$ cat config.mk
export PLATFORM = sky130hd
export DESIGN_NAME = min_priority_queue_core
export DESIGN_NICKNAME = d
export VERILOG_FILES = /design/src/hdl/mpq_pkg.sv /design/src/hdl/mpq_ram.sv /design/src/hdl/min_priority_queue_core.sv
export SDC_FILE = /design/constraint.sdc
export NUM_CORES = 2
export LEC_CHECK = 0
export BUFFER_PORTS_ARGS = -buffer_cell sky130_fd_sc_hd__buf_2
export CELL_PAD_IN_SITES_DETAIL_PLACEMENT = 0
export CELL_PAD_IN_SITES_GLOBAL_PLACEMENT = 1
export CORE_AREA = 4 4 503 505
export CTS_BUF_LIST = sky130_fd_sc_hd__clkbuf_8
export CTS_CLUSTER_SIZE = 25
export DETAILED_ROUTE_END_ITERATION = 16
export DIE_AREA = 0 0 507 509
export GPL_TIMING_DRIVEN = 0
export PLACE_DENSITY_LB_ADDON = 0.2
export SETUP_SLACK_MARGIN = 0.3
export SYNTH_ARGS = -nofsm -noshare
export SYNTH_HDL_FRONTEND = slang
export SYNTH_HIERARCHICAL = 1
export SYNTH_SLANG_ARGS = --single-unit
$ cat constraint.sdc
create_clock -name clk -period 10 [get_ports clk]
set_input_delay 2 -clock clk [delete_from_list [all_inputs] [get_ports clk]]
set_output_delay 2 -clock clk [all_outputs]
set_load 0.02 [all_outputs]
$ cat src/hdl/mpq_pkg.sv
// shared types, status codes and defaults for the min priority queue
package mpq_pkg;

    localparam int DEPTH_DEFAULT = 32;
    localparam int ENTRY_W       = 64;

    // operation codes
    localparam logic [1:0] FUNC_PUSH  = 2'd0;
    localparam logic [1:0] FUNC_POP   = 2'd1;
    localparam logic [1:0] FUNC_DRAIN = 2'd2;

    // result status codes
    localparam logic [1:0] ST_PUSHED  = 2'd0;
    localparam logic [1:0] ST_REMOVED = 2'd1;
    localparam logic [1:0] ST_EMPTY   = 2'd2;
    localparam logic [1:0] ST_FULL    = 2'd3;

    typedef struct packed {
        logic signed [31:0] pri;
        logic signed [31:0] val;
    } entry_t;

endpackage

$ cat src/hdl/mpq_ram.sv
// generic simple dual port ram with registered read
module mpq_ram #(
    parameter int WIDTH = 64,
    parameter int DEPTH = 32
) (
    input  logic                     clk,
    input  logic                     we,
    input  logic [$clog2(DEPTH)-1:0] waddr,
    input  logic [WIDTH-1:0]         wdata,
    input  logic [$clog2(DEPTH)-1:0] raddr,
    output logic [WIDTH-1:0]         rdata
);

    logic [WIDTH-1:0] mem [DEPTH];

    // write port and registered read port
    always_ff @(posedge clk)
    begin
        if (we)
        begin
            mem[waddr] <= wdata;
        end
        rdata <= mem[raddr];
    end

endmodule

$ cat src/hdl/min_priority_queue_core.sv
// bounded min priority queue kept sorted in a ram, least entry at the top
//
//   channel  signals                                   direction
//   in       valid ready func value priority_req         sink
//   out      out_valid out_ready out_value out_priority  source
//            status last
//
// push: each stored entry whose priority is not greater than the new one
// is moved up one slot (one ram read and write a cycle), then the new one is written
// pop and drain: one ram read per entry returned, each read issued once
// the output is free
// the ram holds entries in descending order, so the least sits at count-1
// reset clears only the count and control; ram contents need no clearing
// a result waits in the output register; no new beat is taken until it leaves
module min_priority_queue_core
    import mpq_pkg::*;
#(
    parameter int DEPTH = DEPTH_DEFAULT
) (
    input  logic               clk,
    input  logic               rst_n,
    input  logic               valid,
    output logic               ready,
    input  logic [1:0]         func,
    input  logic signed [31:0] value,
    input  logic signed [31:0] priority_req,
    output logic               out_valid,
    input  logic               out_ready,
    output logic signed [31:0] out_value,
    output logic signed [31:0] out_priority,
    output logic [1:0]         status,
    output logic               last
);

    localparam int AW = $clog2(DEPTH);
    localparam int CW = $clog2(DEPTH + 1);
    localparam logic [CW-1:0] FULL_CNT = CW'(DEPTH);
    localparam logic [CW-1:0] ONE      = CW'(1);
    localparam logic [CW-1:0] TWO      = CW'(2);

    localparam logic [2:0] S_IDLE  = 3'd0;
    localparam logic [2:0] S_PUSH  = 3'd1;
    localparam logic [2:0] S_PFIN  = 3'd2;
    localparam logic [2:0] S_RD    = 3'd3;
    localparam logic [2:0] S_DWAIT = 3'd4;

    logic [2:0]    state_reg, state_next;
    logic [CW-1:0] cnt_reg, cnt_next;
    logic [CW-1:0] pos_reg, pos_next;
    logic          drain_reg, drain_next;
    entry_t        new_reg, new_next;
    logic          ov_reg, ov_next;
    entry_t        oe_reg, oe_next;
    logic [1:0]    ost_reg, ost_next;
    logic          olast_reg, olast_next;

    logic          we;
    logic [AW-1:0] waddr;
    entry_t        wdata;
    logic [AW-1:0] raddr;
    entry_t        rdata;
    logic          in_beat;

    mpq_ram #(
        .WIDTH (ENTRY_W),
        .DEPTH (DEPTH)
    ) u_ram (
        .clk   (clk),
        .we    (we),
        .waddr (waddr),
        .wdata (wdata),
        .raddr (raddr),
        .rdata (rdata)
    );

    assign ready        = (state_reg == S_IDLE) && !ov_reg;
    assign in_beat      = valid && ready;
    assign out_valid    = ov_reg;
    assign out_value    = oe_reg.val;
    assign out_priority = oe_reg.pri;
    assign status       = ost_reg;
    assign last         = olast_reg;

    // read address: next lower entry during insertion, else the top
    always_comb
    begin
        if (state_reg == S_PUSH)
        begin
            raddr = AW'(pos_reg - TWO);
        end
        else
        begin
            raddr = AW'(cnt_reg - ONE);
        end
    end

    // sequencer
    always_comb
    begin
        state_next = state_reg;
        cnt_next   = cnt_reg;
        pos_next   = pos_reg;
        drain_next = drain_reg;
        new_next   = new_reg;
        ov_next    = ov_reg;
        oe_next    = oe_reg;
        ost_next   = ost_reg;
        olast_next = olast_reg;
        we         = 1'b0;
        waddr      = AW'(pos_reg);
        wdata      = new_reg;

        if (ov_reg && out_ready)
        begin
            ov_next = 1'b0;
        end

        case (state_reg)
            S_IDLE:
            begin
                if (in_beat)
                begin
                    new_next.val = value;
                    new_next.pri = priority_req;
                    oe_next      = '0;
                    olast_next   = 1'b1;
                    case (func)
                        FUNC_PUSH:
                        begin
                            if (cnt_reg == FULL_CNT)
                            begin
                                ov_next  = 1'b1;
                                ost_next = ST_FULL;
                            end
                            else if (cnt_reg == '0)
                            begin
                                we          = 1'b1;
                                waddr       = '0;
                                wdata.val   = value;
                                wdata.pri   = priority_req;
                                cnt_next    = ONE;
                                ov_next     = 1'b1;
                                ost_next    = ST_PUSHED;
                            end
                            else
                            begin
                                pos_next   = cnt_reg;
                                state_next = S_PUSH;
                            end
                        end
                        FUNC_POP, FUNC_DRAIN:
                        begin
                            if (cnt_reg == '0)
                            begin
                                ov_next  = 1'b1;
                                ost_next = ST_EMPTY;
                            end
                            else
                            begin
                                drain_next = (func == FUNC_DRAIN);
                                state_next = S_RD;
                            end
                        end
                        default:
                        begin
                        end
                    endcase
                end
            end
            S_PUSH:
            begin
                we = 1'b1;
                if (rdata.pri <= new_reg.pri)
                begin
                    // older entry is served first: move it up a slot
                    waddr    = AW'(pos_reg);
                    wdata    = rdata;
                    pos_next = pos_reg - ONE;
                    if (pos_reg == ONE)
                    begin
                        state_next = S_PFIN;
                    end
                end
                else
                begin
                    waddr      = AW'(pos_reg);
                    wdata      = new_reg;
                    cnt_next   = cnt_reg + ONE;
                    ov_next    = 1'b1;
                    ost_next   = ST_PUSHED;
                    oe_next    = '0;
                    state_next = S_IDLE;
                end
            end
            S_PFIN:
            begin
                we         = 1'b1;
                waddr      = '0;
                wdata      = new_reg;
                cnt_next   = cnt_reg + ONE;
                ov_next    = 1'b1;
                ost_next   = ST_PUSHED;
                oe_next    = '0;
                state_next = S_IDLE;
            end
            S_RD:
            begin
                oe_next    = rdata;
                ost_next   = ST_REMOVED;
                olast_next = !drain_reg || (cnt_reg == ONE);
                ov_next    = 1'b1;
                cnt_next   = cnt_reg - ONE;
                if (drain_reg && (cnt_reg != ONE))
                begin
                    state_next = S_DWAIT;
                end
                else
                begin
                    state_next = S_IDLE;
                end
            end
            S_DWAIT:
            begin
                // read of the next entry is issued once the output is free
                if (!ov_reg)
                begin
                    state_next = S_RD;
                end
            end
            default:
            begin
                state_next = S_IDLE;
            end
        endcase
    end

    // control registers
    always_ff @(posedge clk or negedge rst_n)
    begin
        if (!rst_n)
        begin
            state_reg <= S_IDLE;
            cnt_reg   <= '0;
            ov_reg    <= 1'b0;
        end
        else
        begin
            state_reg <= state_next;
            cnt_reg   <= cnt_next;
            ov_reg    <= ov_next;
        end
    end

    // working and output payload registers
    always_ff @(posedge clk)
    begin
        pos_reg   <= pos_next;
        drain_reg <= drain_next;
        new_reg   <= new_next;
        oe_reg    <= oe_next;
        ost_reg   <= ost_next;
        olast_reg <= olast_next;
    end

endmodule
Word level (Yosys, flattened, before mapping)
Memories as Yosys holds them, arrays and structs flattened. A register that Yosys moved wholly into a read port is not among the register bits.
Cells that the tools add are included.
{"block": "op_classes", "addsub": 4, "order_cmp": 1, "eq_ne": 25, "muxes": 60, "bitwise": 1, "reduce_logical": 24}
{"operator": "$mux 64", "n": 7}
{"operator": "$pmux 64 s4", "n": 1}
{"operator": "$pmux 64 s2", "n": 1}
{"operator": "$mux 6", "n": 10}
{"operator": "$le 32x32->1", "n": 1}
{"operator": "$mux 5", "n": 5}
{"operator": "$mux 3", "n": 8}
{"operator": "$pmux 6 s4", "n": 1}
{"operator": "$reduce_and 6->1", "n": 3}
{"operator": "$eq 6x1->1 const B", "n": 2}
{"operator": "$mux 1", "n": 12}
{"operator": "$ne 3x3->1 const B", "n": 4}
{"operator": "$pmux 3 s4", "n": 1}
{"operator": "$pmux 6 s2", "n": 1}
{"operator": "$sub 6x1->6 const B", "n": 2}
{"operator": "$mux 2", "n": 5}
{"operator": "$ne 2x2->1 const B", "n": 5}
{"operator": "$pmux 5 s2", "n": 1}
{"operator": "$pmux 2 s4", "n": 1}
{"operator": "$reduce_and 7->1", "n": 1}
{"operator": "$add 6x1->6 const B", "n": 1}
{"operator": "$eq 3x2->1 const B", "n": 2}
{"operator": "$eq 6x6->1 const B", "n": 1}
{"operator": "$logic_not 6->1", "n": 1}
{"operator": "other kinds (26)", "n": 38}
{"block": "totals", "reg_bits": 148, "mem_bits_rw": 2048, "input_bits": 70, "out_inout_bits": 69, "wordCells": 127, "n_memories": 1}
{"memory": "u_ram.mem", "words": 32, "word_bits": 64, "rd": 1, "rd_ports_with_merged_regs": 1, "write_ports": 1, "line": "mpq_ram.sv:14", "rtl": "logic [WIDTH-1:0] mem [DEPTH];"}

Logic depth before layout (Yosys ltp)
{"block": "depth", "word_depth": 8, "depth_mapped": 14, "mapped_depth_nobuf": 10}

By module
The synthesis kept the hierarchy.
{"module": "mpq_ram", "n_inst": 1, "cells_each": 3096, "area_each_um2": 78964.5, "seq_area_each_um2": 62780.2}
{"module": "min_priority_queue_core", "n_inst": 1, "cells_each": 715, "area_each_um2": 7832.5, "seq_area_each_um2": 4394.2}

Worst setup path after synthesis
OpenSTA, ideal clock, no wires.
{"block": "synth_path", "path_type": "input-to-reg", "from": "input valid", "to": "memory u_ram.mem[28][0], enable pin", "setup_ps": 487, "arrival_time_ps": 7891, "required_ps": 9513, "slack_ps": 1622, "path_stages": 10, "path_buffers": 3, "cell_sequence": "nand2_2 -> inv_1 -> nand2_1 -> nor3_4 -> buf_4 -> buf_2 -> nand2b_1 -> or3b_2 -> clkbuf_1 -> nor2_1"}
{"block": "synth_via", "elab_chain_cells": 5, "word_cells_on_any_way": 7}
{"item": "start: declaration", "line": "min_priority_queue_core.sv:22", "rtl": "input logic valid,"}
{"item": "$logic_and 1x1->1", "line": "min_priority_queue_core.sv:77", "rtl": "assign in_beat = valid && ready;"}
{"item": "$mux 1", "line": "min_priority_queue_core.sv:121", "rtl": "if (in_beat)"}
{"item": "$pmux 1 s2", "line": "min_priority_queue_core.sv:118", "rtl": "case (state_reg)"}
{"item": "named net we", "line": "min_priority_queue_core.sv:57", "rtl": "logic we;"}
{"item": "$mux 1", "line": "mpq_ram.sv:19", "rtl": "if (we)"}
{"item": "$mux 1 (implied by the code)", "line": "mpq_ram.sv:21", "rtl": "mem[waddr] <= wdata;"}
{"item": "end: declaration", "line": "mpq_ram.sv:14"}
The timed path passes the listed nets, and every way through them passes these cells.

Worst setup path in the final report
{"block": "layout_path", "from": "input valid", "to": "memory u_ram.mem[24][11], enable pin"}
The elaborated chain is that of the path after synthesis.

==> metrics <==
Least-Margin Pin Slew=around 1500 ps; Initial Utilization=35.0%; ys flop type=edfxtp_1; max incr delay on CP=around 820 ps; Routed Antenna Nets=0; fin crit share=between 60% and 70%; Hold Startpoint=drain_reg$_DFFE_PP_; Routability Congestion=0.752; Mapped Nets=3923; area grow syn2layout=17.5%; leakage=33.2 nW; Buf/Inv on CP=8; Synthesis Warnings=6; Yosys cell types=65; Post-Route WL=285000 µm; Slowest cell on crit path=nor2_4; total CTS buffers=slightly below 400; drt pass-1 iters=6; # Max-Cap Violations=0; vias per cell=5.51; Most common cell on crit path=buf_12; CTS tree=built; number of I/O port buffers=138; Syn Inst Count=3811; CTS Buffer Depth=4; CP Capture Type=flip-flop; endpoints failing hold=0; hpwl dp=190000 µm; initial DRC count=around 5900; PwrDens=400 nW/µm²; upper clock frequency limit=0.156 GHz; Post-Route Skew=between 70 and 80 ps; Post-Syn Area=86800 µm²; number of enable flip-flop cells after synthesis=2186; Clock Sinks=between 2000 and 2500; Final Max Tran Viols=0; Hold Slack=roughly 530 ps; sequential element share of the synthesized area=77.4%; Post-synth ARST share=0.442%; WS Path Type=input port to flip-flop; fillers=22100; Layout Nets=4595; hold_buf cts=0; fraction of layout cells with a size suffix above 1=about a third; row cnt=approximately 180; Critical Path Fanout Max=28; Remaining Overflow, GRT=0; Remaining DRCs=0; Max VDD drop=0.230 mV; crit start category=input port; Final min period=6420 ps; r2r setup slk=3660 ps; Die ar.=around 260000 µm²; Worst Hold Depth=2; antenna violations before repair=15; post-CTS resize count=0; Total GRT Usage=between 20% and 30%; wire per inst=roughly 35 µm; Hold/Removal Path Class=flip-flop to flip-flop; vias=44700; Hold Path End=state_reg[2]$_DFFE_PN0P_; outcome=finished clean; Clock Latency Late Sink=1070 ps; setup TNS=0 ps; syn avg cell area=22.8 µm²; post-synthesis register bit count=2260; Setup Buffers After CTS=0; CTS Root Cell=clkbuf_8; H-Tree Depth=5; Setup-failing EPs final=0; Die Y=509 µm; die width=507 µm; Reg2Reg Depth=15; Cell Chain, Critical Path=buf_2, nand2_2, inv_4, nand2_1, nor3_4, buf_4, buf_2, nand2b_1, or3b_2, clkbuf_1, nor2_4, buf_12, buf_12, buf_12; CTS clk-pin slew, worst paths=50 ps; capturing point of the worst reg2reg path=u_ram/mem[24][11]$_DFFE_PP_; crit-path leading delay family=buffers and inverters; vias in the first global route=45300; Arr. time, crit path=7140 ps; global-route wire length before repair=387000 µm; Rel. slew slack=1.13%; flip-flop count of the largest register after layout=2048; Required @ worst endpoint=10720 ps; RSZ-0062 raised after global routing=false; pin count of the biggest net entering global routing=41; IO Count=139; CORE AREA=about 250000 µm²; R2R Path Start=state_reg[2]$_DFFE_PN0P_
synth_stat cells, types with 3 or more instances:
master	instances	area, µm²
and3_1	3	18.8
nand4_1	10	62.6
nand2_1	33	124
nor2b_1	6	37.5
or3b_2	3	26.3
clkbuf_1	74	278
ha_1	42	526
a221o_1	64	641
a221oi_1	12	105
a22oi_1	5	37.5
mux2i_1	41	410
mux4_2	602	13600
and2_1	11	68.8
edfxtp_1	2186	65600
nand3b_1	5	37.5
a21oi_1	24	120
xor2_1	5	43.8
o211ai_1	4	30.0
nor4_1	3	18.8
o2bb2ai_1	3	26.3
buf_1	23	86.3
nand3_1	11	55.1
a211oi_1	5	37.5
o21ai_0	22	110
nand2b_1	6	37.5
dfxtp_1	64	1280
o31a_1	4	35.0
buf_4	15	113
a31oi_1	3	18.8
o221ai_1	5	43.8
buf_2	72	360
buf_6	11	124
mux2_2	75	845
inv_1	107	402
xnor2_1	4	35.0
o22ai_1	12	75.1
nor2_1	186	698
dfrtp_1	10	250
o21ba_2	3	30.0
a22o_1	4	35.0
nor3_1	5	25.0
layer usage:
layer  routed length (µm)  global-route usage (%)  up-vias
li1                     -                       -    17500
met1               127000                    32.5    24700
met2               128000                    33.0     2142
met3                23700                    4.73      400
met4                 6500                    5.86       14
met5                   80                       0        -
report_power, final:
group          total, mW  switching (mW)  internal (mW)
logic               19.0            11.8           7.18
registers           13.9           0.305           13.6
clock network       7.88            3.76           4.12
total               40.8            15.8           24.9
worst max path at each step:
stage                        startpoint                          end  slack (ps)  depth (start not counted)
2_1_floorplan                     valid   u_ram/mem[28][0]$_DFFE_PP_        1620                         10
3_3_place_gp                      valid  u_ram/mem[16][11]$_DFFE_PP_       -7970                         11
3_5_place_dp                      valid   u_ram/mem[24][8]$_DFFE_PP_        2560                         14
4_1_cts        state_reg[2]$_DFFE_PN0P_  u_ram/mem[24][11]$_DFFE_PP_        3650                         15
5_1_grt        state_reg[2]$_DFFE_PN0P_   u_ram/mem[24][8]$_DFFE_PP_        3430                         15
6_report                          valid  u_ram/mem[24][11]$_DFFE_PP_        3580                         14
tightest hold or removal path, stage by stage, from the launching register on:
cell and delay [ps]:
edfxtp_1 340, nand3_1 90, nand2_1 60
final cells by class:
class	instances	area (µm²)	share of cell area, %
flip-flops and latches	2260	67200	65.8
multi-input cells	1248	18500	18.1
clock buffers	422	5810	5.69
well taps	3330	4170	4.08
repair buffers	278	3620	3.55
clock inverters	260	1310	1.29
plain buffers	195	982	0.963
inverters	108	408	0.400
diodes	12	30.0	0.0294
per-stage QoR:
step	total power [mW]	std cells	instance area, µm²	util [%]	setup slack (ps)
after floorplan	25.2	3811	86800	-	1620
after global placement	32.8	7279	91700	36.9	-7970
after detailed placement	33.2	7418	94800	38.2	2560
after CTS	41.2	8100	102000	41.1	3650
after global routing	42.5	8108	102000	41.1	3430
final	40.8	8113	102000	41.1	3580
logic make-up (layout without fill, tap and decap cells):
group                      Yosys count  in the layout  synth area share (%)
and+or+nand+nor                    289            289                  1.48
xor gates and xnor gates             9              9                0.0908
AOI/OAI and AO/OA                  189            189                  1.77
adders and majority gates           42             42                 0.605
buffers and inverters              303           1263                  1.57
DFF                               2260           2260                  77.4
muxes                              719            719                  17.1
other                                0             12                     0
placed cells by master, fill, tap and decap left out, types with 23 or more instances in the layout:
| cell | instances |
|---|---|
| edfxtp_1 | 2186 |
| mux4_2 | 602 |
| clkbuf_8 | 422 |
| inv_1 | 227 |
| buf_2 | 216 |
| nor2_1 | 154 |
| buf_12 | 120 |
| clkinv_1 | 85 |
| mux2_2 | 75 |
| a221o_1 | 64 |
| dfxtp_1 | 64 |
| clkbuf_1 | 63 |
| ha_1 | 42 |
| mux2i_1 | 41 |
| clkinv_2 | 38 |
| nand2_1 | 33 |
| nor2_4 | 32 |
| a21oi_1 | 23 |
No activity file was read; power rests on OpenSTA's default activity.
